## config.mk

```make
export PLATFORM = sky130hd
export DESIGN_NAME = divisor_enumerator_unit
export DESIGN_NICKNAME = d
export VERILOG_FILES = /design/src/rtl/core/dve_pkg.sv /design/src/rtl/core/dve_datapath.sv /design/src/rtl/core/dve_controller.sv /design/src/rtl/core/divisor_enumerator_unit.sv
export SDC_FILE = /design/constraint.sdc
export NUM_CORES = 1
export LEC_CHECK = 0
export CAP_MARGIN = 20
export CORE_AREA = 2 2 169 171
export DETAILED_ROUTE_END_ITERATION = 12
export DIE_AREA = 0 0 171 173
export DONT_BUFFER_PORTS = 1
export PLACE_DENSITY = 0.67
export SYNTH_ARGS = -nofsm -noshare
export SYNTH_HDL_FRONTEND = slang
export SYNTH_SLANG_ARGS = --single-unit
```

## constraint.sdc

```tcl
create_clock -name i_clk -period 6.86 [get_ports i_clk]
set_input_delay 0.343 -clock i_clk [delete_from_list [all_inputs] [get_ports i_clk]]
set_output_delay 0.343 -clock i_clk [all_outputs]
set_load 0.05 [all_outputs]
```

## src/rtl/core/dve_pkg.sv

```systemverilog
`timescale 1ns / 1ps

package dve_pkg;

    localparam int NUMBER_WIDTH = 12;
    localparam int STACK_DEPTH  = 32;

    // trial divisors run up to the integer square root, plus one past it
    localparam int SMALL_WIDTH  = (NUMBER_WIDTH + 1) / 2;
    localparam int CAND_WIDTH   = SMALL_WIDTH + 1;
    localparam int STACK_AW     = $clog2(STACK_DEPTH);
    localparam int COUNT_WIDTH  = $clog2(STACK_DEPTH + 1);
    localparam int DIV_CW       = $clog2(NUMBER_WIDTH + 1);

    localparam logic [1:0] EMIT_ZERO  = 2'd0;
    localparam logic [1:0] EMIT_SMALL = 2'd1;
    localparam logic [1:0] EMIT_LARGE = 2'd2;

    typedef struct packed {
        logic       load;
        logic       div_start;
        logic       div_sel_small;
        logic       emit;
        logic [1:0] emit_kind;
        logic       emit_last;
        logic       push;
        logic       cand_inc;
        logic       pop;
    } t_cmd;

    typedef struct packed {
        logic n_zero;
        logic n_one;
        logic sq_le;
        logic div_busy;
        logic rem_zero;
        logic small_sq_eq;
        logic stack_empty;
        logic out_free;
    } t_status;

endpackage

```

## src/rtl/core/dve_datapath.sv

```systemverilog
`timescale 1ns / 1ps

module dve_datapath
    import dve_pkg::*;
(
    input  logic                    i_clk,
    input  logic                    i_rst_n,
    input  logic [NUMBER_WIDTH-1:0] i_number,
    input  t_cmd                    i_cmd,
    output t_status                 o_status,
    input  logic                    i_stall,
    output logic                    o_valid,
    output logic [NUMBER_WIDTH-1:0] o_divisor,
    output logic                    o_found,
    output logic                    o_last
);

    logic [NUMBER_WIDTH-1:0] r_number;
    logic [CAND_WIDTH-1:0]   r_cand;
    logic [COUNT_WIDTH-1:0]  r_count;
    logic [SMALL_WIDTH-1:0]  r_stack [STACK_DEPTH];
    logic [SMALL_WIDTH-1:0]  r_stack_rd;

    logic                    r_div_busy;
    logic [DIV_CW-1:0]       r_div_cnt;
    logic [CAND_WIDTH-1:0]   r_div_d;
    logic [CAND_WIDTH-1:0]   r_div_rem;
    logic [NUMBER_WIDTH-1:0] r_div_quo;

    logic                    r_out_valid;
    logic [NUMBER_WIDTH-1:0] r_out_divisor;
    logic                    r_out_found;
    logic                    r_out_last;

    logic [2*CAND_WIDTH-1:0]  cand_sq;
    logic [2*SMALL_WIDTH-1:0] small_sq;
    logic [CAND_WIDTH:0]      div_trial;
    logic [CAND_WIDTH:0]      div_diff;
    logic                     div_ge;
    logic                     stack_full;
    logic [COUNT_WIDTH-1:0]   pop_idx;

    assign cand_sq    = r_cand * r_cand;
    assign small_sq   = r_stack_rd * r_stack_rd;
    assign div_trial  = {r_div_rem, r_div_quo[NUMBER_WIDTH-1]};
    assign div_diff   = div_trial - {1'b0, r_div_d};
    assign div_ge     = div_trial >= {1'b0, r_div_d};
    assign stack_full = r_count == COUNT_WIDTH'(STACK_DEPTH);
    assign pop_idx    = r_count - 1'b1;

    always_comb begin
        o_status.n_zero      = r_number == '0;
        o_status.n_one       = r_number == NUMBER_WIDTH'(1);
        o_status.sq_le       = cand_sq <= (2*CAND_WIDTH)'(r_number);
        o_status.div_busy    = r_div_busy;
        o_status.rem_zero    = r_div_rem == '0;
        o_status.small_sq_eq = (r_stack_rd == '0)
                            || ((2*CAND_WIDTH)'(small_sq) == (2*CAND_WIDTH)'(r_number));
        o_status.stack_empty = r_count == '0;
        o_status.out_free    = !r_out_valid || !i_stall;
    end

    // operand, candidate and stack bookkeeping
    always_ff @(posedge i_clk) begin
        if (!i_rst_n) begin
            r_number <= '0;
            r_cand   <= CAND_WIDTH'(1);
            r_count  <= '0;
        end else if (i_cmd.load) begin
            r_number <= i_number;
            r_cand   <= CAND_WIDTH'(1);
            r_count  <= '0;
        end else begin
            if (i_cmd.cand_inc) begin
                r_cand <= r_cand + 1'b1;
            end
            if (i_cmd.push && !stack_full) begin
                r_count <= r_count + 1'b1;
            end else if (i_cmd.pop) begin
                r_count <= pop_idx;
            end
        end
    end

    // small divisor stack
    always_ff @(posedge i_clk) begin
        if (i_cmd.push && !stack_full) begin
            r_stack[r_count[STACK_AW-1:0]] <= r_cand[SMALL_WIDTH-1:0];
        end
        if (i_cmd.pop) begin
            r_stack_rd <= r_stack[pop_idx[STACK_AW-1:0]];
        end
    end

    // restoring divider, one quotient bit per cycle
    always_ff @(posedge i_clk) begin
        if (!i_rst_n) begin
            r_div_busy <= 1'b0;
            r_div_cnt  <= '0;
        end else if (i_cmd.div_start) begin
            r_div_busy <= 1'b1;
            r_div_cnt  <= DIV_CW'(NUMBER_WIDTH);
        end else if (r_div_busy) begin
            r_div_cnt <= r_div_cnt - 1'b1;
            if (r_div_cnt == DIV_CW'(1)) begin
                r_div_busy <= 1'b0;
            end
        end
    end

    always_ff @(posedge i_clk) begin
        if (i_cmd.div_start) begin
            r_div_d   <= i_cmd.div_sel_small ? {1'b0, r_stack_rd} : r_cand;
            r_div_rem <= '0;
            r_div_quo <= r_number;
        end else if (r_div_busy) begin
            r_div_rem <= div_ge ? div_diff[CAND_WIDTH-1:0] : div_trial[CAND_WIDTH-1:0];
            r_div_quo <= {r_div_quo[NUMBER_WIDTH-2:0], div_ge};
        end
    end

    // output register
    always_ff @(posedge i_clk) begin
        if (!i_rst_n) begin
            r_out_valid <= 1'b0;
        end else if (i_cmd.emit) begin
            r_out_valid <= 1'b1;
        end else if (!i_stall) begin
            r_out_valid <= 1'b0;
        end
    end

    always_ff @(posedge i_clk) begin
        if (i_cmd.emit) begin
            r_out_last <= i_cmd.emit_last;
            case (i_cmd.emit_kind)
                EMIT_SMALL: begin
                    r_out_divisor <= NUMBER_WIDTH'(r_cand);
                    r_out_found   <= 1'b1;
                end
                EMIT_LARGE: begin
                    r_out_divisor <= r_div_quo;
                    r_out_found   <= 1'b1;
                end
                default: begin
                    r_out_divisor <= '0;
                    r_out_found   <= 1'b0;
                end
            endcase
        end
    end

    assign o_valid   = r_out_valid;
    assign o_divisor = r_out_divisor;
    assign o_found   = r_out_found;
    assign o_last    = r_out_last;

`ifndef SYNTHESIS
    a_emit_into_free: assert property (@(posedge i_clk) disable iff (!i_rst_n)
        i_cmd.emit |-> (!r_out_valid || !i_stall))
        else $error("result written over a waiting result");

    a_div_idle_start: assert property (@(posedge i_clk) disable iff (!i_rst_n)
        i_cmd.div_start |-> !r_div_busy)
        else $error("divider started while busy");

    a_marker_is_last: assert property (@(posedge i_clk) disable iff (!i_rst_n)
        (r_out_valid && !r_out_found) |-> (r_out_last && r_out_divisor == '0))
        else $error("empty marker not flagged last");

    a_count_bound: assert property (@(posedge i_clk) disable iff (!i_rst_n)
        r_count <= COUNT_WIDTH'(STACK_DEPTH))
        else $error("stack count beyond depth");
`endif

endmodule

```

## src/rtl/core/dve_controller.sv

```systemverilog
`timescale 1ns / 1ps

module dve_controller
    import dve_pkg::*;
(
    input  logic    i_clk,
    input  logic    i_rst_n,
    input  logic    i_valid,
    output logic    o_stall,
    input  t_status i_status,
    output t_cmd    o_cmd
);

    localparam logic [3:0] S_IDLE  = 4'd0;
    localparam logic [3:0] S_CHECK = 4'd1;
    localparam logic [3:0] S_ZERO  = 4'd2;
    localparam logic [3:0] S_DIVU  = 4'd3;
    localparam logic [3:0] S_EMITU = 4'd4;
    localparam logic [3:0] S_POP   = 4'd5;
    localparam logic [3:0] S_PRD   = 4'd6;
    localparam logic [3:0] S_DIVD  = 4'd7;
    localparam logic [3:0] S_EMITD = 4'd8;

    logic [3:0] r_state;
    logic [3:0] n_state;

    always_ff @(posedge i_clk) begin
        if (!i_rst_n) begin
            r_state <= S_IDLE;
        end else begin
            r_state <= n_state;
        end
    end

    assign o_stall = r_state != S_IDLE;

    always_comb begin
        n_state = r_state;
        o_cmd   = '0;
        case (r_state)
            S_IDLE: begin
                if (i_valid) begin
                    o_cmd.load = 1'b1;
                    n_state    = S_CHECK;
                end
            end
            S_CHECK: begin
                if (i_status.n_zero) begin
                    n_state = S_ZERO;
                end else if (i_status.sq_le) begin
                    o_cmd.div_start = 1'b1;
                    n_state         = S_DIVU;
                end else begin
                    n_state = S_POP;
                end
            end
            S_ZERO: begin
                if (i_status.out_free) begin
                    o_cmd.emit      = 1'b1;
                    o_cmd.emit_kind = EMIT_ZERO;
                    o_cmd.emit_last = 1'b1;
                    n_state         = S_IDLE;
                end
            end
            S_DIVU: begin
                if (!i_status.div_busy) begin
                    if (i_status.rem_zero) begin
                        n_state = S_EMITU;
                    end else begin
                        o_cmd.cand_inc = 1'b1;
                        n_state        = S_CHECK;
                    end
                end
            end
            S_EMITU: begin
                if (i_status.out_free) begin
                    o_cmd.emit      = 1'b1;
                    o_cmd.emit_kind = EMIT_SMALL;
                    o_cmd.emit_last = i_status.n_one;
                    o_cmd.push      = 1'b1;
                    o_cmd.cand_inc  = 1'b1;
                    n_state         = S_CHECK;
                end
            end
            S_POP: begin
                if (i_status.stack_empty) begin
                    n_state = S_IDLE;
                end else begin
                    o_cmd.pop = 1'b1;
                    n_state   = S_PRD;
                end
            end
            S_PRD: begin
                // square root of a perfect square has no separate partner
                if (i_status.small_sq_eq) begin
                    n_state = S_POP;
                end else begin
                    o_cmd.div_start     = 1'b1;
                    o_cmd.div_sel_small = 1'b1;
                    n_state             = S_DIVD;
                end
            end
            S_DIVD: begin
                if (!i_status.div_busy) begin
                    n_state = S_EMITD;
                end
            end
            S_EMITD: begin
                if (i_status.out_free) begin
                    o_cmd.emit      = 1'b1;
                    o_cmd.emit_kind = EMIT_LARGE;
                    o_cmd.emit_last = i_status.stack_empty;
                    n_state         = S_POP;
                end
            end
            default: begin
                n_state = S_IDLE;
            end
        endcase
    end

`ifndef SYNTHESIS
    a_load_only_idle: assert property (@(posedge i_clk) disable iff (!i_rst_n)
        o_cmd.load |-> (r_state == S_IDLE && i_valid))
        else $error("request loaded outside idle");

    a_no_emit_while_dividing: assert property (@(posedge i_clk) disable iff (!i_rst_n)
        o_cmd.emit |-> !i_status.div_busy)
        else $error("result emitted while divider busy");

    a_last_ends_request: assert property (@(posedge i_clk) disable iff (!i_rst_n)
        (o_cmd.emit && o_cmd.emit_last && o_cmd.emit_kind != EMIT_SMALL)
            |=> (r_state == S_IDLE || r_state == S_POP))
        else $error("work continued after last result");
`endif

endmodule

```

## src/rtl/core/divisor_enumerator_unit.sv

```systemverilog
`timescale 1ns / 1ps

// Lists every divisor of i_number in increasing order, one result per divisor, with
// o_last on the final one; a zero request gives a single result with o_found low. One
// request is worked at a time and i_valid is taken only while o_stall is low. Each
// candidate from 1 up to the square root, and each large partner, goes through the
// shared bit-serial divider. A finished result sits in the output register while the
// next request is already accepted.
module divisor_enumerator_unit
    import dve_pkg::*;
(
    input  logic                    i_clk,
    input  logic                    i_rst_n,
    input  logic                    i_valid,
    output logic                    o_stall,
    input  logic [NUMBER_WIDTH-1:0] i_number,
    output logic                    o_valid,
    input  logic                    i_stall,
    output logic [NUMBER_WIDTH-1:0] o_divisor,
    output logic                    o_found,
    output logic                    o_last
);

    t_cmd    cmd;
    t_status status;

    dve_controller u_ctrl (
        .i_clk    (i_clk),
        .i_rst_n  (i_rst_n),
        .i_valid  (i_valid),
        .o_stall  (o_stall),
        .i_status (status),
        .o_cmd    (cmd)
    );

    dve_datapath u_dp (
        .i_clk     (i_clk),
        .i_rst_n   (i_rst_n),
        .i_number  (i_number),
        .i_cmd     (cmd),
        .o_status  (status),
        .i_stall   (i_stall),
        .o_valid   (o_valid),
        .o_divisor (o_divisor),
        .o_found   (o_found),
        .o_last    (o_last)
    );

endmodule

```

==> flow_metrics.env, run 1 <==
export IMPL_synth_area_leaders="edfxtp_1, mux4_2, ha_1"
export IMPL_crit_start="u_dp.r_cand[4]"
export IMPL_drive_gt1_share_pct=13.74
export IMPL_clock_root_buffer="clkbuf_16"
export IMPL_required_ps=7140
export IMPL_min_from="i_stall"
export IMPL_status="completed"
export IMPL_p_per_area_nw_per_um2=330.2
export IMPL_design_area_um2=15150
export IMPL_start_kind="flop"
export IMPL_dieArea_um2=29580
export IMPL_post_cts_repair_setup_buffers=0
export IMPL_synthesis_nets=1105
export IMPL_synth_ff_type="edfxtp_1"
export IMPL_met1Wirelength_mm=12.45
export IMPL_ys_seq_area_share_pct=56.83
export IMPL_postSynth_asyncResetShare_pct=0
export IMPL_clockBufferDepth=3
export IMPL_synth_cell_type_count=60
export IMPL_dr_wl_met3_mm=1.683
export IMPL_reg2reg_to="u_dp.r_div_quo[1]"
export IMPL_dr_pass1_iters=5
export IMPL_final_common_cell="edfxtp_1"
export IMPL_setup_viol=0
export IMPL_slowest_stage="fa_1"
export IMPL_worst_slew_pin_slew_ps=1085
export IMPL_start_util_pct=49.53
export IMPL_p_leak_nw=5.355
export IMPL_route_detailed_drc=0
export IMPL_globalRoute_totalOverflow=0
export IMPL_rows=61
export IMPL_critical_path_class="reg -> reg"
export IMPL_crit_cells=27
export IMPL_critPathBufInv=5
export IMPL_area_growth_pct=10.74
export IMPL_setup_tns_ps=0
export IMPL_reg2reg_depth=27
export IMPL_utilization_pct=54.85
export IMPL_grt_pass1_vias=8060
export IMPL_routabilityCongestion=0.8984
export IMPL_grt_pass1_wl_mm=45.32
export IMPL_placed_cell_area_um2=14130
export IMPL_drv_slew=0
export IMPL_hold_viol_final=0
export IMPL_slew_headroom_pct=27.70
export IMPL_max_stage_delay_ps=530
export IMPL_p_clk_share_pct=28.0
export IMPL_cts_sinks=273
export IMPL_worst_ep_arrival_time_ps=6660
export IMPL_seq_power_share_pct=45.8
export IMPL_cpMostUsedCell="inv_1"
export IMPL_p_comb_share_pct=26.2
export IMPL_final_cell_mix="edfxtp_1, nor2_1, nand2_1"
export IMPL_fin_crit_sh_pct=93.06
export IMPL_antenna_left=0
export IMPL_wl_mm=28.48
export IMPL_hold_class="in -> reg"
export IMPL_critPathTopFamily="adder cells"
export IMPL_synth_avg_cell_area_um2=13.70
export IMPL_fmax_mhz=156.6
export IMPL_clkLatencyLatePin_ps=540
export IMPL_die_y_um=173
export IMPL_fin_nets=1128
export IMPL_yosysWarnings=0
export IMPL_cap_violations=0
export IMPL_fin_skew_ps=16.53
export IMPL_synth_area_um2=13680
export IMPL_cts_buffers=28
export IMPL_synth_largest_area_cell="edfxtp_1"
export IMPL_power_mw=5.004
export IMPL_yosysTopAreaCellShare_pct=50.69
export IMPL_syn_inst=999
export IMPL_dpl_hpwl_mm=19.21
export IMPL_top_layer_used="met4"
export IMPL_timing_rr_start="u_dp.r_cand[4]"
export IMPL_cp_endpoint="u_dp.r_div_quo[1]"
export IMPL_die_x_um=171
export IMPL_cts_tree="done"
export IMPL_viasPerCell=5.687
export IMPL_r2r_setup_slack_ps=480
export IMPL_antennaDiodeCount=0
export IMPL_io_pins=32
export IMPL_grtUsageTotal_pct=19.64
export IMPL_path_max_fanout=19
export IMPL_io_buffer_count=0
export IMPL_rsz0062_at_grt="false"
export IMPL_antenna_found_initial=1
export IMPL_p_int_mw=3.397
export IMPL_fp_coreArea_um2=27630
export IMPL_met2_length_mm=13.89
export IMPL_period_minus_slack_ps=6384
export IMPL_htree_levels=1
export IMPL_ir_drop_mv=0.2749
export IMPL_netSwitchingFraction_pct=32.11
export IMPL_vias=8070
export IMPL_ys_ff_latch=273
export IMPL_drt_iter0_drc=752
export IMPL_synth_edf_count=231
export IMPL_p_switching_mw=1.607
export IMPL_wl_per_cell_um=20.07
export IMPL_grt_start_max_net_pins=55
export IMPL_cts_clk_slew_worst_paths_ps=70
export IMPL_endpoint_kind="flop"
[per-stage QoR]
step | worst slack [ps] | std cells | hold slack, ps
after floorplan | 63.55 | 999 | 414.8
after global placement | 470.0 | 1354 | 465.8
after detailed placement | 385.9 | 1355 | 469.0
after CTS | 335.2 | 1417 | 132.1
after global routing | 81.38 | 1419 | 136.4
final | 476.0 | 1419 | 140.9
[cells in the mapped netlist, drive strengths merged, types with 3 or more instances]
cell,number
xnor2,35
mux2,18
ha,68
mux4,60
mux2i,6
or2,3
or3,6
a22oi,9
edfxtp,231
clkbuf,32
o21bai,4
fa,22
a31oi,3
a21oi,42
and3,6
nor2b,9
a21o,7
inv,62
xor2,13
a311oi,3
dfxtp,42
nand3,19
nand3b,3
nor4,4
o21a,9
nor2,84
nand4,7
nor3,14
buf,7
and2,30
o21ai,22
nand2,68
nand2b,8
a211oi,13
[cell families after synthesis]
logic type      synth area share, %
flops                         56.83
simple gates                  9.116
compound gates                6.638
buf+inv                       2.944
fa+ha+maj                     9.436
mux                           11.96
xor+xnor                      3.072
[registers in the layout (all words and copies together), names as in the netlist]
signal / cells
u_dp.r_cand: 7
u_dp.r_stack_rd: 6
u_dp.o_valid: 1
u_ctrl.r_state: 4
u_dp.r_count: 6
u_dp.r_div_quo: 12
u_dp.o_last: 1
u_dp.r_div_d: 7
u_dp.r_stack: 192
u_dp.r_div_rem: 7
u_dp.r_number: 12
u_dp.r_div_busy: 1
u_dp.r_div_cnt: 4
u_dp.o_divisor: 12
u_dp.o_found: 1
[per-layer routing]
metal	vias up	global-route usage, %
met3	40	2.976
met2	219	32.12
met1	4043	28.25
met4	0	3.708
li1	3768	-
met5	-	0
[worst register-to-register path, cell delays in order, from the launching register on]
cell and delay [ps]:
dfxtp_1 330, inv_1 80, nor2_1 170, ha_1 290, xor2_1 180, fa_1 490
inv_1 60, fa_1 490, inv_1 50, fa_1 530, inv_1 40, ha_1 230
or2_2 300, o22a_1 190, a21o_1 180, a21oi_1 230, o21bai_1 90, a21oi_1 180
xnor2_1 140, ha_1 270, nand4_1 100, nor2_1 60, a221o_1 300, a211oi_2 220
o211a_1 230, or2_1 120, buf_6 220, mux2_2 360
[power groups by stage]
| stage | registers (mW) | logic, mW | clock network (mW) |
|---|---|---|---|
| 2_1_floorplan | 2.28 | 0.988 | 0 |
| 3_3_place_gp | 2.32 | 1.25 | 0 |
| 3_5_place_dp | 2.32 | 1.28 | 0 |
| 4_1_cts | 2.29 | 1.29 | 1.43 |
| 5_1_grt | 2.31 | 1.43 | 1.49 |
| 6_report | 2.29 | 1.31 | 1.40 |
[cell type report]
cell class	instances	area, um^2
repair buffers	32	301.5
clock inverters	12	95.09
inverters	64	240.2
well taps	378	473.0
fillers	2308	12470
flip-flops and latches	273	7781
multi-input cells	623	5519
clock buffers	37	744.5
[repair_timing]
action | in CTS | in global routing
endpoints found under the hold margin | 17 | 0
setup endpoints to repair | 0 | 18
gates resized for setup | 0 | 3
hold buffers | 13 | 0
[how the worst min path moves through the flow]
stage | slack (ps) | endpoint | cells past startpoint
after CTS | 130 | u_dp.o_divisor[3] | 1
after global placement | 470 | u_dp.r_div_cnt[3] | 1
after detailed placement | 470 | u_dp.r_div_busy | 1
after global routing | 140 | u_dp.o_divisor[3] | 1
final | 140 | u_dp.o_divisor[3] | 1
after floorplan | 410 | u_dp.r_cand[0] | 1
Note: power is estimated with default switching activity, not from simulation.
==> inputs of run 2 (changes only) <==
--- a/config.mk
+++ b/config.mk
@@ -6,11 +6,13 @@
 export NUM_CORES = 1
 export LEC_CHECK = 0
 export CAP_MARGIN = 20
-export CORE_AREA = 2 2 169 171
+export CELL_PAD_IN_SITES_DETAIL_PLACEMENT = 1
+export CELL_PAD_IN_SITES_GLOBAL_PLACEMENT = 2
+export CORE_AREA = 2 2 184 186
 export DETAILED_ROUTE_END_ITERATION = 12
-export DIE_AREA = 0 0 171 173
+export DIE_AREA = 0 0 186 188
 export DONT_BUFFER_PORTS = 1
-export PLACE_DENSITY = 0.67
+export PLACE_DENSITY_LB_ADDON = 0.1
 export SYNTH_ARGS = -nofsm -noshare
 export SYNTH_HDL_FRONTEND = slang
 export SYNTH_SLANG_ARGS = --single-unit
==> flow_metrics.env, run 2 (synthesis gave the netlist of run 1 again) <==
export IMPL_fillers=3276
export IMPL_worst_slew_pin_slew_ps=1083
export IMPL_dieArea_um2=34970
export IMPL_start_kind="flop"
export IMPL_grt_start_max_net_pins=55
export IMPL_slew_headroom_pct=27.78
export IMPL_clock_root_buffer="clkbuf_16"
export IMPL_io_buffer_count=0
export IMPL_grt_pass1_wl_mm=51.61
export IMPL_critical_path_class="reg -> reg"
export IMPL_dpl_hpwl_mm=23.02
export IMPL_clkLatencyLatePin_ps=580
export IMPL_htree_levels=1
export IMPL_drt_iter0_drc=457
export IMPL_endpoint_kind="flop"
export IMPL_io_pins=32
export IMPL_die_y_um=188
export IMPL_fin_skew_ps=11.31
export IMPL_period_minus_slack_ps=6394
export IMPL_status="completed"
export IMPL_wl_per_cell_um=22.16
export IMPL_wl_mm=33.20
export IMPL_grtUsageTotal_pct=19.55
export IMPL_hold_ws_ps=100.9
export IMPL_slowest_stage="fa_1"
export IMPL_dr_pass1_iters=5
export IMPL_path_max_fanout=12
export IMPL_grt_pass1_vias=8625
export IMPL_drv_slew=0
export IMPL_final_cell_mix="edfxtp_1, nor2_1, nand2_1"
export IMPL_hold_viol_final=0
export IMPL_drive_gt1_share_pct=15.14
export IMPL_required_ps=7180
export IMPL_antennaDiodeCount=0
export IMPL_vias=8070
export IMPL_dpl_worst_slack_ps=257.2
export IMPL_fin_nets=1131
export IMPL_antenna_found_initial=0
export IMPL_timing_rr_start="u_dp.r_cand[1]"
export IMPL_max_stage_delay_ps=530
export IMPL_worst_ep_arrival_time_ps=6710
export IMPL_fin_crit_sh_pct=93.21
export IMPL_area_growth_pct=12.52
export IMPL_viasPerCell=5.387
export IMPL_setup_tns_ps=0
export IMPL_globalRoute_totalOverflow=0
export IMPL_min_from="i_stall"
export IMPL_die_x_um=186
export IMPL_clockBufferDepth=3
export IMPL_cts_buffers=31
export IMPL_route_detailed_drc=0
export IMPL_cpMostUsedCell="inv_1"
export IMPL_rows=67
export IMPL_hold_class="in -> reg"
export IMPL_final_common_cell="edfxtp_1"
export IMPL_p_per_area_nw_per_um2=339.6
export IMPL_utilization_pct=46.50
export IMPL_ir_drop_mv=0.2228
export IMPL_setup_viol=0
export IMPL_routabilityCongestion=0.7960
export IMPL_crit_start="u_dp.r_cand[1]"
export IMPL_p_leak_nw=5.448
export IMPL_fin_ws_ps=466.1
export IMPL_post_cts_repair_setup_buffers=0
export IMPL_cts_tree="done"
export IMPL_cts_sinks=273
export IMPL_antenna_left=0
export IMPL_cts_clk_slew_worst_paths_ps=60
export IMPL_largest_reg_flops=192
export IMPL_fmax_mhz=156.4
export IMPL_fp_coreArea_um2=33110
export IMPL_cap_violations=0
export IMPL_start_util_pct=41.33
export IMPL_rsz0062_at_grt="false"
## run 2: changes by cell type in the layout (fill, tap and decap cells not counted), sizes merged
cell,before,now
clkbuf,37,44
inv,62,64
## run 2: area by class of cell
| type | count | area, um^2 | area share (%) |
|---|---|---|---|
| sequential | 273 | 7784 | 50.55 |
| timing repair buffer | 32 | 300.3 | 1.950 |
| clock buffer | 44 | 864.6 | 5.615 |
| inverter | 64 | 240.2 | 1.560 |
| clock inverter | 14 | 121.4 | 0.7882 |
| tap | 448 | 560.5 | 3.640 |
| multi-input combinational | 623 | 5527 | 35.89 |
## run 2: path summary, 6_finish.rpt
| kind | depth (start not counted) | endpoint | slack (ps) |
|---|---|---|---|
| max | 27 | u_dp.r_div_quo[11] | 470 |
| min | 2 | u_dp.o_valid | 100 |
| max reg2reg | 27 | u_dp.r_div_quo[11] | 470 |
| min reg2reg | 2 | u_dp.r_div_rem[6] | 490 |
## run 2: where the power goes
group	total (mW)	switching (mW)	leakage (nW)	internal, mW
clock	1.58	0.665	0.488	0.919
combinational	1.33	0.758	2.53	0.576
sequential	2.31	0.278	2.43	2.03
## run 2: stage by stage
stage	cell area, um^2	power (mW)	std cells
3_3_place_gp	14230	3.653	1425
6_report	15400	5.229	1498
3_5_place_dp	14240	3.671	1426
4_1_cts	15360	5.277	1497
5_1_grt	15400	5.495	1498
2_1_floorplan	13680	3.265	999
## run 2: repair_timing
item	4_1_cts	5_1_grt
endpoints found under the setup margin	0	43
hold buffers	13	0
resized for setup	0	3
endpoints found under the hold margin	17	0
## run 2: metal layers
metal | wire length, um | global-route usage [%] | part of all wire [%] | up-vias
met2 | 16400 | 33.77 | 49 | 135
met4 | 954 | 5.482 | 2.9 | 0
met5 | 0 | 0 | 0 | -
met3 | 973 | 2.389 | 2.9 | 54
li1 | - | - | - | 3777
met1 | 14870 | 25.88 | 45 | 4104
## run 2: worst max-delay path, delay by kind of cell, from the launching register on
| family | cells | cell delay [ps] |
|---|---|---|
| AOI/OAI and AO/OA | 8 | 1650 |
| muxes | 1 | 350 |
| xor gates and xnor gates | 2 | 320 |
| adders and majority gates | 6 | 2330 |
| and+or+nand+nor | 5 | 700 |
| buffers and inverters | 5 | 370 |
| DFF | 1 | 410 |
==> inputs of run 3 (changes only) <==
--- a/config.mk
+++ b/config.mk
@@ -8,11 +8,12 @@
 export CAP_MARGIN = 20
 export CELL_PAD_IN_SITES_DETAIL_PLACEMENT = 1
 export CELL_PAD_IN_SITES_GLOBAL_PLACEMENT = 2
-export CORE_AREA = 2 2 184 186
+export CORE_AREA = 2 2 186 188
 export DETAILED_ROUTE_END_ITERATION = 12
-export DIE_AREA = 0 0 186 188
+export DIE_AREA = 0 0 188 190
 export DONT_BUFFER_PORTS = 1
 export PLACE_DENSITY_LB_ADDON = 0.1
 export SYNTH_ARGS = -nofsm -noshare
 export SYNTH_HDL_FRONTEND = slang
+export SYNTH_HIERARCHICAL = 1
 export SYNTH_SLANG_ARGS = --single-unit
==> flow_metrics.env, run 3 <==
export IMPL_critical_path_class="reg -> reg"
export IMPL_synth_xor_area_share_pct=3.014
export IMPL_fin_crit_sh_pct=93.73
export IMPL_crit_start="u_dp/r_cand[4]"
export IMPL_htree_levels=1
export IMPL_p_comb_share_pct=27.0
export IMPL_routabilityCongestion=0.8043
export IMPL_final_cell_mix="edfxtp_1, nor2_1, inv_1"
export IMPL_p_per_area_nw_per_um2=340.7
export IMPL_io_pins=32
export IMPL_status="completed"
export IMPL_synth_compound_area_share_pct=6.064
export IMPL_syn_inst=1016
export IMPL_drt_iter0_drc=514
export IMPL_stdcell_count=1524
export IMPL_synth_largest_area_cell="edfxtp_1"
export IMPL_fmax_mhz=155.5
export IMPL_antenna_left=0
export IMPL_drv_slew=0
export IMPL_ys_seq_area_share_pct=55.76
export IMPL_place_inst=1450
export IMPL_grt_start_max_net_pins=53
export IMPL_cts_buffers=30
export IMPL_io_buffer_count=0
export IMPL_antenna_found_initial=2
export IMPL_wl_per_cell_um=23.31
export IMPL_synth_area_leaders="edfxtp_1, mux4_2, ha_1"
export IMPL_largest_reg_flops=192
export IMPL_yosysTopAreaCellShare_pct=49.73
export IMPL_period_minus_slack_ps=6430
export IMPL_rows=68
export IMPL_dpl_worst_slack_ps=10.94
export IMPL_die_y_um=190
export IMPL_hold_depth=4
export IMPL_fin_ws_ps=429.9
export IMPL_p_clk_share_pct=30.0
export IMPL_synth_ff_type="edfxtp_1"
export IMPL_design_area_um2=15790
export IMPL_r2r_setup_slack_ps=430
export IMPL_cts_clk_slew_worst_paths_ps=60
export IMPL_start_util_pct=41.09
export IMPL_endpoint_kind="flop"
export IMPL_synthSimpleGateAreaFrac_pct=9.993
export IMPL_slew_headroom_pct=35.10
export IMPL_reg2reg_depth=24
export IMPL_yosysMostFrequentCell="edfxtp_1"
export IMPL_grtUsageTotal_pct=20.48
export IMPL_wl_mm=35.53
export IMPL_cts_sinks=273
export IMPL_min_from="i_valid"
export IMPL_seq_power_share_pct=43.0
export IMPL_yosysWarnings=6
export IMPL_dpl_hpwl_mm=24.22
export IMPL_start_kind="flop"
export IMPL_clockBufferDepth=3
export IMPL_hold_ws_ps=186.1
export IMPL_synthAdderAreaFrac_pct=9.257
export IMPL_clkLatencyLatePin_ps=600
export IMPL_die_x_um=188
export IMPL_dieArea_um2=35720
export IMPL_p_int_mw=3.621
export IMPL_ir_drop_mv=0.2165
export IMPL_synth_edf_count=231
export IMPL_synth_avg_cell_area_um2=13.73
export IMPL_grt_pass1_wl_mm=55.57
export IMPL_hold_viol_final=0
export IMPL_route_detailed_drc=0
export IMPL_dr_pass1_iters=5
export IMPL_cts_tree="done"
export IMPL_required_ps=7170
export IMPL_synth_top_family_by_area="multiplexers"
export IMPL_globalRoute_totalOverflow=0
export IMPL_fin_nets=1149
export IMPL_p_leak_nw=5.603
export IMPL_reg2reg_to="u_dp/r_div_quo[3]"
export IMPL_drive_gt1_share_pct=16.96
export IMPL_synth_commonest_cells="edfxtp_1, nor2_1, inv_1, ha_1, mux4_2"
export IMPL_synth_mux_area_fraction_pct=12.48
export IMPL_synth_area_um2=13950
export IMPL_p_switching_mw=1.760
export IMPL_path_max_fanout=38
export IMPL_timing_rr_start="u_dp/r_cand[4]"
export IMPL_fp_coreArea_um2=33950
export IMPL_power_mw=5.381
export IMPL_hold_class="in -> reg"
export IMPL_cap_violations=0
export IMPL_clock_root_buffer="clkbuf_16"
export IMPL_viasPerCell=5.430
export IMPL_fillers=3393
export IMPL_synth_cell_type_count=70
export IMPL_worst_ep_arrival_time_ps=6740
export IMPL_vias=8276
export IMPL_netSwitchingFraction_pct=32.70
export IMPL_worstHoldEndpoint="u_ctrl/r_state[0]"
export IMPL_final_common_cell="edfxtp_1"
export IMPL_postSynth_asyncResetShare_pct=0
export IMPL_fin_skew_ps=41.88
export IMPL_post_cts_repair_setup_buffers=0
export IMPL_setup_viol=0
export IMPL_worst_slew_pin_slew_ps=967.1
export IMPL_grt_pass1_vias=8922
export IMPL_placed_cell_area_um2=14550
export IMPL_area_growth_pct=13.23
export IMPL_synthesis_nets=1122
export IMPL_ys_ff_latch=273
## run 3: critical path: stages (launching register included)
cell	delay [ps]
dfxtp_2	350
buf_8	270
nand2_1	170
fa_1	520
fa_1	540
inv_1	50
fa_1	480
ha_1	310
ha_1	360
o21ai_0	220
a21oi_1	120
a31o_2	250
a21oi_1	180
xnor2_1	90
ha_1	300
nand4_1	140
nor4_2	200
or3_1	150
a21o_1	80
o2111ai_1	110
a2111oi_2	380
buf_4	190
a41o_4	250
buf_12	140
mux2_2	330
## run 3: power groups by stage
stage | Sequential, mW | Clock (mW) | Combinational, mW
after CTS | 2.32 | 1.66 | 1.45
after global placement | 2.35 | 0 | 1.42
after detailed placement | 2.35 | 0 | 1.43
final | 2.31 | 1.61 | 1.45
after floorplan | 2.26 | 0 | 1.04
after global routing | 2.34 | 1.72 | 1.61
## run 3: worst max path at each step
stage | to | slack (ps) | cells past startpoint
floorplan | u_dp/r_div_quo[11] | 40 | 27
CTS | u_dp/r_div_quo[8] | 3 | 24
detailed placement | u_dp/r_div_quo[4] | 10 | 24
global route | u_dp/r_div_rem[5] | -80 | 26
global placement | u_dp/r_div_quo[8] | 360 | 24
finish | u_dp/r_div_quo[3] | 430 | 24
## run 3: cell type report
| type | count | area [um^2] | share of cell area [%] |
|---|---|---|---|
| sequential | 273 | 7791 | 49.33 |
| multi-input combinational | 624 | 5766 | 36.50 |
| clock buffer | 43 | 819.5 | 5.189 |
| tap | 455 | 569.3 | 3.605 |
| timing repair buffer | 38 | 384.1 | 2.432 |
| inverter | 76 | 285.3 | 1.806 |
| clock inverter | 13 | 173.9 | 1.101 |
| antenna | 2 | 5.005 | 0.03169 |
## run 3: routing by layer
layer / up-vias / GRT usage [%] / wire length, um
li1: 3837 / - / -
met4: 0 / 3.937 / 483
met2: 122 / 34.36 / 17220
met3: 38 / 2.638 / 986
met5: - / 0 / 0
met1: 4279 / 28.83 / 16840
## run 3: cell families (layout without fill, tap and decap cells)
group                      count (synthesis)  after routing
xor gates and xnor gates                  48             48
and+or+nand+nor                          271            271
other                                      0              2
AOI/OAI and AO/OA                        119            119
muxes                                     96             96
adders and majority gates                 90             90
DFF                                      273            273
buffers and inverters                    119            170
## run 3: through the flow
stage	setup TNS [ps]	util [%]
after floorplan	0	-
after global placement	0	42.86
after detailed placement	0	42.87
after CTS	0	46.21
after global routing	-1238	46.51
final	0	46.52
## run 3: what timing repair did
action	in CTS	in global routing
resized for setup	0	17
hold endpoints to repair	22	0
endpoints found under the setup margin	0	44
hold buffers	14	0
